[src/rtl/shiprr_ram.sv]
// Generic single-write, single-read RAM with a registered read port.
// No dependencies; a read of the address being written returns the old data.
module shiprr_ram #(
  parameter int WIDTH = 8,
  parameter int DEPTH = 16,
  localparam int ADDR_W = (DEPTH > 1) ? $clog2(DEPTH) : 1
) (
  input  logic              clk,
  input  logic              we,
  input  logic [ADDR_W-1:0] waddr,
  input  logic [WIDTH-1:0]  wdata,
  input  logic [ADDR_W-1:0] raddr,
  output logic [WIDTH-1:0]  rdata
);

  logic [WIDTH-1:0] mem [DEPTH];
  logic [WIDTH-1:0] rdata_r;

  // Storage array and registered read.
  always_ff @(posedge clk) begin
    if (we) begin
      mem[waddr] <= wdata;
    end
    rdata_r <= mem[raddr];
  end

  assign rdata = rdata_r;

endmodule

[config.mk]
export PLATFORM = sky130hd
export DESIGN_NAME = shiprr_ram
export DESIGN_NICKNAME = d
export VERILOG_FILES = /design/src/rtl/shiprr_ram.sv
export SDC_FILE = /design/constraint.sdc
export NUM_CORES = 1
export LEC_CHECK = 0
export BUFFER_PORTS_ARGS = -buffer_cell sky130_fd_sc_hd__buf_2
export CAP_MARGIN = 20
export CORE_UTILIZATION = 35
export CTS_BUF_LIST = sky130_fd_sc_hd__clkbuf_2 sky130_fd_sc_hd__clkbuf_4 sky130_fd_sc_hd__clkbuf_8
export DETAILED_ROUTE_END_ITERATION = 16
export SYNTH_ARGS = -nofsm -noshare
export SYNTH_HDL_FRONTEND = slang
export SYNTH_SLANG_ARGS = --single-unit
[constraint.sdc]
create_clock -name clk -period 2.1 [get_ports clk]
set_input_delay 0.21 -clock clk [delete_from_list [all_inputs] [get_ports clk]]
set_output_delay 0.21 -clock clk [all_outputs]
set_load 0.01 [all_outputs]
== After elaboration in Yosys (flattened, before gate mapping) ==
Memories as Yosys holds them, arrays and structs flattened. A register that Yosys moved wholly into a read port is not among the register bits.
Cells that the tools add are included.
Storage, ports and cells
  bits in registers: 0
  bits in latches: 0
  memory bits (writable): 128
  ROM bits: 0
  bits of input ports: 18
  output and inout port bits: 8
  memories kept: 1
Memories
  mem: words 16, width 8, rd ports 1, clocked after Yosys merged registers in 1, write ports 1, line 16  | logic [WIDTH-1:0] mem [DEPTH];
Operators by class
  add/subtract/negate cells: 0
  multiply operators: 0
  divide/modulo/power cells: 0
  magnitude comparators: 0
  eq/ne operators: 0
  shifts and indexed selects: 0
  multiplexer cells: 2
  bitwise gates (word level): 0
  reduce and logical (&&, ||, !) cells: 0
Operators by type and width (number)
  1-bit 2-to-1 mux: 2

== Longest topological paths before layout ==
Gate-level depths: netlist of run 1.
  depth in word-level cells: 2
  mapped depth: 5
  depth with buffers taken out: 3

== Worst setup path before layout of run 1 ==
No wires, ideal clock.
  path type: input to register
  start point: input waddr[2]
  end point: memory mem[0][0], enable pin
  setup time: 0.383 ns
  arrival time: 1.320 ns
  required time: 1.717 ns
  setup slack: 0.397 ns
  cell stages on the path: 2
  buffers on the path: 0
  path through: or3b_2 -> nor3_1
RTL lines
  from (decl): line 10  | input logic [ADDR_W-1:0] waddr,
  to (decl): line 16
No word-level cell before the write port.

==> impl_metrics.csv, run 1 <==
group,metric,value,unit
worst_setup_path,reg2reg_to,"rdata[7]",
worst_setup_path,reg2reg_slack,0.77,ns
clocking,cts_max_path_buffers,2,
timing,max_slew_margin,0.5621,
placed_design,gp_congestion,0.7412,
logic_synthesis,synth_nets,247,
power,netSwitchingFraction,0.2136,
logic_synthesis,ys_seq_area_frac,0.7778,
placed_design,port_buffers,25,
timing,setup_ws,0.7744,ns
detailed_routing,wl_per_cell,21.21,µm
logic_synthesis,synthAdderAreaFrac,0,
grt,antenna_found_initial,1,
logic_synthesis,synth_compound_area_frac,0.02333,
placed_design,dpl_worst_slack,0.4258,ns
clocking,holdBufCountCts,0,
power,power_frac_comb,0.056,
floorplan,fp-row-count,43,
timing,finalCriticalPeriod,1.326,ns
logic_synthesis,synth_top_family_by_area,"multiplexers",
final_layout,area_growth,15.02,%
final_layout,nets,300,
worst_setup_path,reg2reg_from,"mem[15][7]",
final_layout,final_cell_mix,"edfxtp_1, buf_2, mux4_2",
final_layout,fillCellCount,1286,
status,outcome,"finished clean",
logic_synthesis,ys_seq_elements,136,
worst_setup_path,crit_path_end,"rdata[7]",
worst_setup_path,cp.arrival,1.62,ns
clocking,clkSlewWorstSetupHoldPaths,0.07,ns
timing,max_slew.worst_pin.slew,0.6545,ns
logic_synthesis,synthXorXnorAreaFrac,0,
floorplan,fp.dieH,123.3,µm
detailed_routing,vias,2462,
run,cap_violations,0,
detailed_routing,postRouteAntennaNets,0,
timing,fmax,754.4,MHz
clocking,htree_num_levels,4,
final_layout,final_area,5921,µm²
clocking,cts_num_sinks,136,
detailed_routing,firstDrtPassIters,4,
clocking,cts_buffers,17,
grt,grt_overflow,0,
logic_synthesis,syn-cell-area,5147,µm²
floorplan,ios,26,
floorplan,die_x,123.3,µm
clocking,cts_tree,"built",
worst_setup_path,reg2regPathDepth,3,
clocking,post-cts-setup-buffer-count,0,
floorplan,start_util,0.3652,
placed_design,dpl_cell_area,5579,µm²
detailed_routing,viasPerCell,5.183,
logic_synthesis,synth_cell_types,19,
timing,fin_skew,0.009102,ns
placed_design,post-dp-hpwl,6.427,mm
final_layout,layout-drive-gt1-share,0.3085,
timing,period_share,0.6312,
power,ir_drop,0.0003933,V
grt,grt_pass1_wl,15.40,mm
logic_synthesis,syn_inst,229,
power,p_clk_frac,0.359,
timing,maxSlewViolCount,0,
grt,grt_pass1_vias,2599,
power,powerDensity,880.2,nW/µm²
placed_design,dp.cells,443,
min_path,min_path_type,"input port to flip-flop",
worst_setup_path,path_class,"flip-flop to flip-flop",
detailed_routing,finalWirelength,10.08,mm
logic_synthesis,synth-simple-area-share,0.03184,
detailed_routing,drt_iter0_drc,159,
logic_synthesis,synth_warnings,0,
floorplan,fp.dieArea,15200,µm²
power,switchingPower,1.113,mW
logic_synthesis,synth_area_leaders,"edfxtp_1, mux4_2, mux4_1",
clocking,root_buffer,"clkbuf_8",
logic_synthesis,netlist.area_leader.share,0.7467,
logic_synthesis,postSynthAreaPerCell,22.48,µm²
power,leakage,1.981,nW
final_layout,final_common_cell,"edfxtp_1",
detailed_routing,drc,0,
worst_setup_path,critPathLaunch,"mem[15][7]",
grt,grt_start_max_net_pins,33,
timing,hold_viol,0,
worst_setup_path,required,2.40,ns
final_layout,finalNonFillerCells,475,
worst_setup_path,start_kind,"flip-flop",
worst_setup_path,critPathMaxFanout,1,
timing,rsz0062_at_grt,"false",
timing,setup_violations,0,
clocking,clock_latency,0.43,ns
clocking,cts_resized,0,
timing,setup-tns-final,0,ns
final_layout,post-route-util,0.4200,
logic_synthesis,yosys.area.top_type,"edfxtp_1",
power,pwr-share-seq,0.585,
power,power.internal,4.098,mW
logic_synthesis,synth_mux_area_frac,0.1502,
final_layout,diodes,0,
floorplan,core,14100,µm²
grt,track_usage,0.1492,
worst_setup_path,cp-end-kind,"flip-flop",
[cell usage after synthesis, drive strengths merged]
cell type	number
nand2	9
and2	1
nor2b	1
nor2	13
a22oi	16
nand3b	2
dfxtp	8
edfxtp	128
mux4	32
or3b	1
nand2b	2
nor3	4
nand3	1
clkdlybuf4s25	3
and2b	1
buf	7
[area by class of cell]
cell class / count / area [µm²] / share of cell area
Timing Repair Buffer: 44 / 292.8 / 0.04945
Tap cell: 180 / 225.2 / 0.03804
Multi-Input combinational cell: 83 / 1057 / 0.1786
Clock inverter: 12 / 85.08 / 0.01437
Clock buffer: 20 / 256.5 / 0.04332
Sequential cell: 136 / 4004 / 0.6762
[routing by layer]
metal	part of all wire	vias to the layer above	track usage
li1	-	1077	-
met1	0.46	1311	0.1985
met2	0.49	65	0.2318
met3	0.047	7	0.04659
met4	0.0035	2	0.05196
met5	0.0013	-	0
[power by group through the flow]
stage          sequential (mW)  combinational, mW  clock (mW)
2_1_floorplan             3.11              0.154           0
3_3_place_gp              3.11              0.290           0
3_5_place_dp              3.11              0.294           0
4_1_cts                   3.05              0.295        1.92
5_1_grt                   3.05              0.314        2.04
6_report                  3.05              0.290        1.87
[worst min path at each step]
stage | startpoint | endpoint | slack [ns] | cells past startpoint
after floorplan | wdata[0] | mem[0][0] | 0.31 | 0
after global placement | wdata[2] | mem[5][2] | 0.60 | 1
after detailed placement | rdata[2] | rdata[2] | 0.61 | 1
after CTS | wdata[6] | mem[12][6] | 0.14 | 1
after global routing | wdata[6] | mem[12][6] | 0.15 | 1
final | wdata[2] | mem[4][2] | 0.17 | 1
[worst max-delay path: stages (launching register included)]
cell and delay (ns):
edfxtp_1 0.36, mux4_2 0.52, a22oi_1 0.18, nand2_1 0.13
[flip-flops by register name, indices dropped and copies added, names as in the netlist]
name / cells
rdata: 8
mem: 128
[cell families after synthesis]
kind of cell / Yosys count
AND/OR/NAND/NOR: 35
buffers and inverters: 10
flip-flops: 136
AO/OA/AOI/OAI: 16
multiplexers: 32
[stage by stage]
step	hold WS, ns	power (mW)
final	0.1707	5.211
after floorplan	0.3089	3.267
after global placement	0.6015	3.398
after CTS	0.1434	5.269
after detailed placement	0.6110	3.405
after global routing	0.1470	5.411
(Power assumes the default switching activity.)
==> run 2: changes to the inputs <==
==> constraint.sdc (replaced) <==
create_clock -name clk -period 1.4 [get_ports clk]
set_input_delay 0.14 -clock clk [delete_from_list [all_inputs] [get_ports clk]]
set_output_delay 0.14 -clock clk [all_outputs]
set_load 0.01 [all_outputs]
==> impl_metrics.csv, run 2 (same netlist as run 1, synthesis figures left out) <==
group,metric,value,unit
status,outcome,"finished clean",
timing,rsz0062_at_grt,"false",
grt,grt_overflow,0,
detailed_routing,finalWirelength,10.21,mm
worst_setup_path,critPathMaxFanout,1,
timing,timing.hold.ws,0.06721,ns
placed_design,gp_congestion,0.7236,
power,leakage,2.061,nW
grt,antenna_found_initial,1,
grt,track_usage,0.1552,
placed_design,post-dp-hpwl,6.796,mm
placed_design,dp.cells,453,
worst_setup_path,start_kind,"flip-flop",
clocking,clock_latency,0.45,ns
min_path,min_path_type,"input port to flip-flop",
final_layout,final_common_cell,"edfxtp_1",
timing,max_slew.worst_pin.slew,0.8672,ns
detailed_routing,viasPerCell,5.025,
grt,grtUsageMet1,0.2066,
grt,grt_pass1_wl,15.68,mm
timing,max_slew_margin,0.4197,
worst_setup_path,cp.arrival,1.67,ns
final_layout,layout-drive-gt1-share,0.3672,
detailed_routing,firstDrtPassIters,4,
power,finalPower,8.238,mW
timing,period_share,0.9620,
clocking,cts_buffers,17,
grt,busiest_layer,"met2",
floorplan,ios,26,
timing,fmax,742.5,MHz
floorplan,fp.dieArea,15200,µm²
timing,hold_viol,0,
final_layout,area_growth,18.38,%
detailed_routing,vias,2442,
floorplan,die_x,123.3,µm
grt,grt_start_max_net_pins,25,
final_layout,nets,310,
detailed_routing,postRouteAntennaNets,0,
clocking,cts_num_sinks,136,
final_layout,largest-register,"mem",
timing,setup_violations,0,
clocking,cts_tree,"built",
timing,finalCriticalPeriod,1.347,ns
final_layout,finalNonFillerCells,486,
detailed_routing,wl_per_cell,21.01,µm
clocking,root_buffer,"clkbuf_8",
floorplan,core,14100,µm²
floorplan,start_util,0.3652,
power,ir_drop,0.0007906,V
timing,fin_skew,0.01205,ns
grt,grt_pass1_vias,2567,
run,cap_violations,0,
detailed_routing,drt_iter0_drc,142,
worst_setup_path,reg2reg_slack,0.05,ns
floorplan,fp-row-count,43,
detailed_routing,drc,0,
clocking,clkSlewWorstSetupHoldPaths,0.08,ns
worst_setup_path,path_class,"flip-flop to flip-flop",
timing,maxSlewViolCount,0,
final_layout,final_cell_mix,"edfxtp_1, buf_4, buf_2",
worst_setup_path,required,1.72,ns
clocking,post-cts-setup-buffer-count,0,
grt,met2_usage,0.2294,
clocking,cts_max_path_buffers,2,
placed_design,port_buffers,25,
grt,grt_util_met3,0.06504,
clocking,htree_num_levels,4,
final_layout,largest_register_ffs,128,
power,powerDensity,1352,nW/µm²
worst_setup_path,cp-end-kind,"flip-flop",
floorplan,fp.dieH,123.3,µm
run 2: cell count changes in the layout (fill, tap and decap cells not counted), sizes merged:
cell / change
buf: +10
clkinv: -5
clkbuf: +4
bufinv: +1
diode: +1
run 2: final cells by class:
type | count | area [µm²]
Fill cell | 1254 | 8003
Sequential cell | 136 | 4004
Multi-Input combinational cell | 83 | 1075
Timing Repair Buffer | 54 | 380.4
Clock buffer | 24 | 311.5
Tap cell | 180 | 225.2
Clock inverter | 8 | 95.09
Antenna cell | 1 | 2.502
run 2: worst paths after layout:
kind         startpoint  depth (start not counted)        end
max           mem[1][0]                          3   rdata[0]
max reg2reg   mem[1][0]                          3   rdata[0]
min            wdata[5]                          1  mem[3][5]
min reg2reg  mem[12][2]                          3   rdata[2]
run 2: through the flow:
step	area [µm²]	setup TNS (ns)	utilization	setup slack (ns)
after floorplan	5152	-0.1473	-	-0.006146
after global placement	5672	-1.289	0.4024	-0.1678
after detailed placement	5672	-1.549	0.4024	-0.1677
after CTS	6093	0	0.4323	0.01686
after global routing	6091	0	0.4321	0.0008734
final	6093	0	0.4323	0.05314
run 2: worst max-delay path: stages (launching register included):
cell      delay, ns
edfxtp_1       0.36
mux4_1         0.53
a22oi_2        0.22
nand2_1        0.11
run 2: layer usage:
metal  up-vias  routed length [µm]
met2        75                4812
met1      1259                4647
li1       1094                   -
met4         0                 115
met3        14                 633
met5         -                   0
run 2: power breakdown:
| group | total [mW] | leakage [nW] | switching, mW | internal [mW] |
|---|---|---|---|---|
| registers | 4.58 | 1.22 | 0.0280 | 4.55 |
| clock network | 3.20 | 0.209 | 1.38 | 1.82 |
| logic | 0.463 | 0.628 | 0.257 | 0.207 |
run 2: repair_timing:
item | 4_1_cts | 5_1_grt
cloned | 0 | 0
hold buffers | 0 | 0
resized for setup | 3 | 3
setup endpoints to repair | 3 | 2
