==> src/rtl/shiprr_cmod.sv <==
// Remainder by a constant modulus: a mask when the modulus is a power of two,
// otherwise a bit-serial restoring unit. No dependencies.
module shiprr_cmod #(
  parameter int IN_W    = 10,
  parameter int MODULUS = 1024,
  localparam int OUT_W  = (MODULUS > 1) ? $clog2(MODULUS) : 1
) (
  input  logic             clk,
  input  logic             rst_n,
  input  logic             start,
  input  logic [IN_W-1:0]  value,
  output logic             busy,
  output logic [OUT_W-1:0] rem
);

  logic [OUT_W-1:0] rem_r;

  generate
    if ((MODULUS & (MODULUS - 1)) == 0) begin : g_mask
      // Power of two: the remainder is the low bits, ready the next cycle.
      always_ff @(posedge clk) begin
        if (start) begin
          rem_r <= OUT_W'(value & IN_W'(MODULUS - 1));
        end
      end
      assign busy = 1'b0;
    end else begin : g_serial
      localparam int CNT_W = $clog2(IN_W);
      logic             busy_r;
      logic [CNT_W-1:0] cnt_r;
      logic [IN_W-1:0]  bits_r;
      logic [OUT_W:0]   trial;

      // One restoring step: shift in the next bit, subtract once if needed.
      always_comb begin
        trial = {rem_r, bits_r[IN_W-1]};
        if (trial >= (OUT_W + 1)'(MODULUS)) begin
          trial = trial - (OUT_W + 1)'(MODULUS);
        end
      end

      // Step sequencer, one bit per cycle from the top.
      always_ff @(posedge clk) begin
        if (!rst_n) begin
          busy_r <= 1'b0;
        end else if (start) begin
          busy_r <= 1'b1;
        end else if (busy_r && cnt_r == '0) begin
          busy_r <= 1'b0;
        end
      end

      always_ff @(posedge clk) begin
        if (start) begin
          rem_r  <= '0;
          bits_r <= value;
          cnt_r  <= CNT_W'(IN_W - 1);
        end else if (busy_r) begin
          rem_r  <= trial[OUT_W-1:0];
          bits_r <= bits_r << 1;
          cnt_r  <= cnt_r - 1'b1;
        end
      end

      assign busy = busy_r;
    end
  endgenerate

  assign rem = rem_r;

endmodule

==> config.mk <==
export PLATFORM = sky130hd
export DESIGN_NAME = shiprr_cmod
export DESIGN_NICKNAME = d
export VERILOG_FILES = /design/src/rtl/shiprr_cmod.sv
export SDC_FILE = /design/constraint.sdc
export NUM_CORES = 1
export LEC_CHECK = 0
export ABC_AREA = 1
export BUFFER_PORTS_ARGS = -buffer_cell sky130_fd_sc_hd__buf_2
export CAP_MARGIN = 20
export CORE_AREA = 2 2 39 41
export DETAILED_ROUTE_END_ITERATION = 16
export DIE_AREA = 0 0 41 43
export GPL_TIMING_DRIVEN = 0
export PLACE_DENSITY_LB_ADDON = 0.1
export SLEW_MARGIN = 20
export SYNTH_ARGS = -nofsm -noshare
export SYNTH_HDL_FRONTEND = slang
export SYNTH_SLANG_ARGS = --single-unit
==> constraint.sdc <==
create_clock -name clk -period 0.8 [get_ports clk]
set_input_delay 0.04 -clock clk [delete_from_list [all_inputs] [get_ports clk]]
set_output_delay 0.04 -clock clk [all_outputs]
set_load 0.05 [all_outputs]
Yosys cells after proc, flatten, opt, wreduce, memory -nomap -nowiden
Cells that the tools add are included.
Storage, ports and cells
  word-level logic and storage cells: 1
  output and inout port bits: 11
  register bits after elaboration: 10
  input port bits: 13

Depth between registers and ports, before layout
Gate-level depths: netlist of run 1.
  depth after elaboration: 0
  mapped depth: 1
  depth with buffers taken out: 0

Least setup slack after synthesis of run 1
Ideal clock, no wire load.
  path kind: reg2out
  start point: reg rem_r[0], in the netlist rem[0]
  end point: out rem[0]
  slack: 0.159 ns
  data required time: 0.760 ns
  arrival: 0.601 ns
  cell stages (with the launch flop): 1
  buffers on the path: 0
  cell sequence: edfxtp_1
RTL lines
  start, declared: line 16  | logic [OUT_W-1:0] rem_r;
  start signal, assigned: line 23  | rem_r <= OUT_W'(value & IN_W'(MODULUS - 1));
  end, declared: line 13  | output logic [OUT_W-1:0] rem
No word-level cell between the ends.

Worst setup path in the final report of run 1
  start point: reg rem_r[7], in the netlist rem[7]
  end point: out rem[7]
No word-level cell between the ends.

==> flow_metrics.env, run 1 <==
export IMPL_tritoncts="built"
export IMPL_gp_congestion=0.517
export IMPL_cts_buffers=3
export IMPL_yosysWarningCount=0
export IMPL_largest_register_ffs=10
export IMPL_hold_ws_ns=0.156
export IMPL_power_density_mw_per_mm2=2050
export IMPL_setup_viol=10
export IMPL_m1WireLength_um=220
export IMPL_first_global_vias=255
export IMPL_area_growth_syn_to_layout_pct=99.6
export IMPL_leakage_nw=0.266
export IMPL_preCtsSetupSlack_ns=0.177
export IMPL_crit_fanout=1
export IMPL_cp_slowest_cell="edfxtp_1"
export IMPL_wl_per_cell_um=10.0
export IMPL_clk_pin_slew_ns=0.06
export IMPL_highest_signal_layer="met3"
export IMPL_htreeDepth=1
export IMPL_status="finished with violations"
export IMPL_post_cts_setup_buffers=0
export IMPL_core_mm2=0.00138
export IMPL_syn_area_per_cell_um2=26.0
export IMPL_timing_setup_tns_ns=-0.341
export IMPL_layout_nets=61
export IMPL_placed_area_um2=437
export IMPL_drv_cap=0
export IMPL_die_area_mm2=0.00176
export IMPL_dr_wl_met2_um=333
export IMPL_final_area_um2=622
export IMPL_crit_path_end_kind="output port"
export IMPL_cp_slowest_stage_delay_ns=0.39
export IMPL_synth_top_area_share=0.964
export IMPL_ys_ff_latch=10
export IMPL_fp_dieH_um=43
export IMPL_placementRows=14
export IMPL_arrival_ns=0.81
export IMPL_synth_distinct_cells=3
export IMPL_cts_buffer_depth=2
export IMPL_n_antenna_cell=0
export IMPL_grt_overflow=0
export IMPL_critPathKind="register to output port"
export IMPL_remaining_drc_errors=0
export IMPL_drt_iter0_drc=2
export IMPL_async_flop_share=0
export IMPL_drv_slew=0
export IMPL_post_route_period_util=1.06
export IMPL_via_per_inst=3.73
export IMPL_syn_cell_area_um2=312
export IMPL_wirelength_um=620
export IMPL_antenna_found_initial=0
export IMPL_drt_pass1_iterations=2
export IMPL_synth_ff_type="edfxtp_1"
export IMPL_initial_utilization=0.225
export IMPL_syn_inst=12
export IMPL_synthTopCellsByCount="edfxtp_1, buf_4, conb_1"
export IMPL_fin_crit_ns=0.852
export IMPL_worstHoldPathType="primary input to register"
export IMPL_synthMostInstantiatedCell="edfxtp_1"
export IMPL_fin_ws_ns=-0.0517
export IMPL_max_clock_freq_mhz=1170
export IMPL_vias=231
export IMPL_seq_area_frac_synth=0.964
export IMPL_synth_nets=25
export IMPL_cts_sinks=10
export IMPL_power_mw=1.27
export IMPL_boundaryPins=24
export IMPL_violations="negative setup slack"
export IMPL_cts_root_buf="clkbuf_4"
export IMPL_cp_required_ns=0.76
export IMPL_drtAntennaViolNets=0
export IMPL_grt_usage=0.0860
export IMPL_path_buf_inv=1
export IMPL_grt_max_degree=11
export IMPL_peakVddDrop_mv=0.890
export IMPL_crit_chain="buf_6"
export IMPL_path_delay_family="flip-flops"
export IMPL_nFillCells=137
export IMPL_wl_met3_um=66
export IMPL_portBuffers=21
export IMPL_synth_area_leaders="edfxtp_1, buf_4, conb_1"
export IMPL_grt_pass1_wl_um=972
export IMPL_drive_gt1_frac=0.543
export IMPL_rsz0062_at_grt="true"
export IMPL_die_x_um=41
export IMPL_hold_viol_final=0
export IMPL_worstSetupStartpointType="register"
export IMPL_synth_edf_count=10
export IMPL_synth_top_area_cell="edfxtp_1"
## stage by stage
stage / cells / utilization
2_1_floorplan: 12 / -
3_3_place_gp: 49 / 0.316
3_5_place_dp: 49 / 0.316
4_1_cts: 62 / 0.449
5_1_grt: 62 / 0.449
6_report: 62 / 0.449
## where the power goes
part | switching [mW] | internal [mW]
Combinational | 0.187 | 0.127
Sequential | 0.0173 | 0.624
Clock | 0.146 | 0.172
Total | 0.351 | 0.923
## layout by cell type, fill, tap and decap left out, drive strengths merged
cell type    netlist  final
conb               1      1
dlygate4sd3        0     10
edfxtp            10     10
clkbuf             0      3
buf                1     22
## worst paths after layout
path,start,endpoint,cells past startpoint,slack (ns)
setup / recovery,rem[7],rem[7],1,-0.05
hold / removal,start,rem[6],1,0.16
## layer usage
metal	global-route usage	up-vias
met1	0.0822	103
met4	0.0400	0
li1	-	114
met3	0.0366	0
met5	0	-
met2	0.147	14
## kinds of logic after synthesis
logic type / synth area share
buf+inv: 0.0241
flops: 0.964
other cells: 0.0120
## final cells by class
cell class	instances	area, um2	share of cell area
multi-input combinational	1	3.75	0.00604
clock buffer	3	22.5	0.0362
sequential	10	300	0.483
buffer	1	7.51	0.0121
tap	16	20.0	0.0322
timing repair buffer	31	268	0.431
## what timing repair did
action	4_1_cts	5_1_grt
setup endpoints to repair	10	10
hold buffers	10	0
endpoints found under the hold margin	10	0
gates resized for setup	20	0
No activity file was read; power rests on OpenSTA's default activity.
==> inputs of run 2 (changes only) <==
--- a/config.mk
+++ b/config.mk
@@ -13,6 +13,7 @@
 export DIE_AREA = 0 0 41 43
 export GPL_TIMING_DRIVEN = 0
 export PLACE_DENSITY_LB_ADDON = 0.1
+export RECOVER_POWER = 25
 export SLEW_MARGIN = 20
 export SYNTH_ARGS = -nofsm -noshare
 export SYNTH_HDL_FRONTEND = slang
==> run 2 against run 1 <==
  * Critical path type unchanged
  * Via count stayed put
  * Count of clock-buffer cells in the layout stayed put
  * Wire length is 0.32% higher
  * Critical path depth stayed put
  * The flow still finishes with violations (negative setup slack)
  * Non-clock buffer count stayed put
  * Cell area is 0.20% lower
  * Maximum frequency stayed put
  * First-iteration DRC count stayed put
==> flow_metrics.env, run 2 (same netlist as run 1, synthesis figures left out) <==
export IMPL_drv_slew=0
export IMPL_clkPwrFrac=0.250
export IMPL_worstHoldPathType="primary input to register"
export IMPL_drive_gt1_frac=0.522
export IMPL_cts_root_buf="clkbuf_4"
export IMPL_arrival_ns=0.81
export IMPL_max_clock_freq_mhz=1170
export IMPL_post_cts_setup_buffers=0
export IMPL_worstSetupStartpointType="register"
export IMPL_critPathKind="register to output port"
export IMPL_fin_ws_ns=-0.0517
export IMPL_cts_buffer_depth=2
export IMPL_n_antenna_cell=0
export IMPL_fp_dieH_um=43
export IMPL_path_delay_family="flip-flops"
export IMPL_crit_chain="buf_6"
export IMPL_vias=231
export IMPL_drt_iter0_drc=2
export IMPL_core_mm2=0.00138
export IMPL_crit_cells=1
export IMPL_seq_power_share=0.503
export IMPL_die_x_um=41
export IMPL_p_int_uw=923
export IMPL_area_growth_syn_to_layout_pct=99.2
export IMPL_cts_sinks=10
export IMPL_grt_usage=0.0860
export IMPL_first_global_vias=255
export IMPL_grt_overflow=0
export IMPL_final_cell_mix="dlygate4sd3_1, buf_2, buf_6, edfxtp_1, clkbuf_4"
export IMPL_nFillCells=137
export IMPL_initial_utilization=0.225
export IMPL_power_share_combinational=0.246
export IMPL_grt_max_degree=11
export IMPL_crit_fanout=1
export IMPL_layout_nets=61
export IMPL_swShare=0.276
export IMPL_antenna_found_initial=0
export IMPL_hold_viol_final=0
export IMPL_tightest_slew_ns=0.540
export IMPL_violations="negative setup slack"
export IMPL_path_buf_inv=1
export IMPL_clk_pin_slew_ns=0.06
export IMPL_post_route_period_util=1.06
export IMPL_status="finished with violations"
export IMPL_portBuffers=21
export IMPL_grt_pass1_wl_um=972
export IMPL_p_switching_uw=351
export IMPL_cp_slowest_stage_delay_ns=0.39
export IMPL_preCtsSetupSlack_ns=0.177
export IMPL_setup_viol=10
export IMPL_via_per_inst=3.73
export IMPL_boundaryPins=24
export IMPL_die_area_mm2=0.00176
export IMPL_leakage_nw=0.263
export IMPL_htreeDepth=1
export IMPL_drt_pass1_iterations=2
export IMPL_gp_congestion=0.517
export IMPL_crit_path_end_kind="output port"
export IMPL_endpoint="rem[7]"
export IMPL_power_density_mw_per_mm2=2050
export IMPL_remaining_drc_errors=0
export IMPL_wirelength_um=622
export IMPL_cts_buffers=3
export IMPL_drtAntennaViolNets=0
export IMPL_cp_startpoint="rem[7]"
export IMPL_holdCritStartpoint="start"
export IMPL_drv_cap=0
export IMPL_fin_crit_ns=0.852
export IMPL_wl_per_cell_um=10.0
export IMPL_largest_register_ffs=10
export IMPL_placed_area_um2=437
export IMPL_slew_headroom=0.640
export IMPL_rsz0062_at_grt="true"
export IMPL_peakVddDrop_mv=0.890
export IMPL_final_area_um2=621
export IMPL_cp_required_ns=0.76
export IMPL_tritoncts="built"
export IMPL_placementRows=14
export IMPL_cp_slowest_cell="edfxtp_1"
## run 2: cell count changes in the layout (fill, tap and decap cells not counted), sizes merged
cell,before,now
buf,22,21
clkbuf,3,4
## run 2: power by group through the flow
stage / sequential, mW / combinational [mW] / clock [mW]
3_5_place_dp: 0.642 / 0.232 / 0
3_3_place_gp: 0.641 / 0.229 / 0
2_1_floorplan: 0.791 / 0.0140 / 0
6_report: 0.641 / 0.314 / 0.319
5_1_grt: 0.646 / 0.329 / 0.364
4_1_cts: 0.642 / 0.317 / 0.349
## run 2: per-stage QoR
step | TNS [ns] | hold slack (ns) | total power [mW] | std cells | utilization
after floorplan | 0 | 0.139 | 0.805 | 12 | -
after global placement | 0 | 0.216 | 0.870 | 49 | 0.316
after detailed placement | 0 | 0.218 | 0.875 | 49 | 0.316
after CTS | -0.537 | 0.147 | 1.31 | 62 | 0.449
after global routing | -0.741 | 0.302 | 1.34 | 62 | 0.448
final | -0.341 | 0.274 | 1.27 | 62 | 0.448
## run 2: final cells by class
type | instances | area [um2] | area share
plain buffers | 1 | 7.51 | 0.0121
clock buffers | 3 | 22.5 | 0.0363
multi-input cells | 1 | 3.75 | 0.00605
flip-flops and latches | 10 | 300 | 0.484
well taps | 16 | 20.0 | 0.0323
repair buffers | 31 | 267 | 0.429
## run 2: timing repair
action | in CTS | in global routing
hold buffers | 10 | 0
endpoints found under the setup margin | 10 | 10
endpoints found under the hold margin | 10 | 0
gates resized for setup | 20 | 0
## run 2: worst min path at each step
stage | to | slack [ns] | depth (start not counted)
2_1_floorplan | rem[0] | 0.14 | 0
3_3_place_gp | rem[2] | 0.22 | 1
3_5_place_dp | rem[8] | 0.22 | 1
4_1_cts | rem[6] | 0.15 | 1
5_1_grt | rem[6] | 0.30 | 1
6_report | rem[6] | 0.27 | 1
## run 2: per-layer routing
| layer | GRT usage | share of wire | up-vias |
|---|---|---|---|
| li1 | - | - | 114 |
| met1 | 0.0822 | 0.36 | 103 |
| met2 | 0.147 | 0.54 | 14 |
| met3 | 0.0366 | 0.11 | 0 |
| met4 | 0.0400 | 0 | 0 |
| met5 | 0 | 0 | - |
==> inputs of run 3 (changes only) <==
--- a/config.mk
+++ b/config.mk
@@ -7,13 +7,14 @@
 export LEC_CHECK = 0
 export ABC_AREA = 1
 export BUFFER_PORTS_ARGS = -buffer_cell sky130_fd_sc_hd__buf_2
-export CAP_MARGIN = 20
-export CORE_AREA = 2 2 39 41
+export CAP_MARGIN = 40
+export CORE_AREA = 10 10 47 49
 export DETAILED_ROUTE_END_ITERATION = 16
-export DIE_AREA = 0 0 41 43
+export DIE_AREA = 0 0 57 59
 export GPL_TIMING_DRIVEN = 0
 export PLACE_DENSITY_LB_ADDON = 0.1
 export RECOVER_POWER = 25
+export SKIP_CTS_REPAIR_TIMING = 1
 export SLEW_MARGIN = 20
 export SYNTH_ARGS = -nofsm -noshare
 export SYNTH_HDL_FRONTEND = slang
==> run 3 against run 2 <==
  * Highest routed layer unchanged
  * Critical endpoint is now rem[2]
  * Cell count rose by 1.6%
  * Wire length rose by 22%
  * The flow still finishes with violations (negative setup slack)
  * Sequential share of layout area fell by 0.29 points
  * Sequential cell count did not move
  * Critical path type unchanged
  * Total power rose by 1.3%
  * Global-route usage fell by 4.3 points
==> flow_metrics.env, run 3 (same netlist as run 1, synthesis figures left out) <==
export IMPL_violations="negative setup slack"
export IMPL_grt_max_degree=11
export IMPL_path_buf_inv=1
export IMPL_n_antenna_cell=0
export IMPL_hold_viol_final=0
export IMPL_tightest_slew_ns=0.501
export IMPL_boundaryPins=24
export IMPL_final_cell_mix="dlygate4sd3_1, buf_2, buf_6, edfxtp_1, clkbuf_4"
export IMPL_post_route_period_util=1.07
export IMPL_cp_slowest_stage_delay_ns=0.39
export IMPL_placementRows=14
export IMPL_core_mm2=0.00140
export IMPL_cp_slowest_cell="edfxtp_1"
export IMPL_crit_fanout=1
export IMPL_initial_utilization=0.222
export IMPL_fp_dieH_um=59
export IMPL_cts_buffers=3
export IMPL_antenna_found_initial=0
export IMPL_remaining_drc_errors=0
export IMPL_largest_register_ffs=10
export IMPL_grt_usage=0.0428
export IMPL_die_x_um=57
export IMPL_grt_pass1_wl_mm=1.08
export IMPL_die_area_mm2=0.00336
export IMPL_tritoncts="built"
export IMPL_drive_gt1_frac=0.511
export IMPL_slew_headroom=0.666
export IMPL_critPathKind="register to output port"
export IMPL_crit_path_end_kind="output port"
export IMPL_cts_root_buf="clkbuf_4"
export IMPL_fin_ws_ns=-0.0525
export IMPL_setup_viol=10
export IMPL_clk_pin_slew_ns=0.06
export IMPL_crit_chain="buf_6"
export IMPL_utilization=0.446
export IMPL_drv_slew=0
export IMPL_htreeDepth=1
export IMPL_power_density_mw_per_mm2=2070
export IMPL_portBuffers=21
export IMPL_first_global_vias=249
export IMPL_path_delay_family="flip-flops"
export IMPL_max_clock_freq_mhz=1170
export IMPL_timing_setup_tns_ns=-0.421
export IMPL_cts_sinks=10
export IMPL_leakage_nw=0.265
export IMPL_worstSetupStartpointType="register"
export IMPL_fin_crit_ns=0.852
export IMPL_drv_cap=0
export IMPL_arrival_ns=0.81
export IMPL_area_growth_syn_to_layout_pct=100
export IMPL_wirelength_um=761
export IMPL_drt_iter0_drc=3
export IMPL_status="finished with violations"
export IMPL_via_per_inst=3.68
export IMPL_rsz0062_at_grt="true"
export IMPL_vias=232
export IMPL_grt_overflow=0
export IMPL_gp_congestion=0.550
export IMPL_drtAntennaViolNets=0
export IMPL_layout_nets=61
export IMPL_wl_per_cell_um=12.1
export IMPL_drt_pass1_iterations=2
export IMPL_cp_required_ns=0.76
export IMPL_cts_buffer_depth=2
export IMPL_worstHoldPathType="primary input to register"
export IMPL_peakVddDrop_mv=0.820
## run 3: cell count changes in the layout (fill, tap and decap cells not counted)
cell      previous run  this run
clkinv_1             0         1
## run 3: cell type report
| type | instances | area [um2] |
|---|---|---|
| fillers | 133 | 777 |
| flip-flops and latches | 10 | 300 |
| repair buffers | 31 | 267 |
| clock buffers | 3 | 22.5 |
| well taps | 16 | 20.0 |
| plain buffers | 1 | 7.51 |
| multi-input cells | 1 | 3.75 |
| clock inverters | 1 | 3.75 |
## run 3: path summary, 6_finish.rpt
check                  start  endpoint  slack, ns  depth (start not counted)
worst min-delay path   start    rem[3]       0.25                          1
worst max-delay path  rem[2]    rem[2]      -0.05                          1
## run 3: metal layers
| metal | share of wire | GRT usage |
|---|---|---|
| met1 | 0.30 | 0.0319 |
| met2 | 0.58 | 0.0791 |
| met3 | 0.12 | 0.0193 |
| met4 | 0 | 0.0403 |
| met5 | 0 | 0 |
## run 3: where the power goes
part / switching [mW] / internal (mW) / total, mW
clock: 0.154 / 0.179 / 0.334
combinational: 0.188 / 0.126 / 0.315
sequential: 0.0179 / 0.624 / 0.642
## run 3: through the flow
step | worst slack, ns | power (mW) | cell area, um2 | cells | hold slack, ns
after floorplan | 0.159 | 0.805 | 312 | 12 | 0.139
after global placement | 0.203 | 0.874 | 437 | 49 | 0.217
after detailed placement | 0.182 | 0.877 | 437 | 49 | 0.218
after CTS | -0.111 | 1.22 | 463 | 53 | -0.0587
after global routing | -0.111 | 1.37 | 624 | 63 | 0.268
final | -0.0525 | 1.29 | 624 | 63 | 0.248
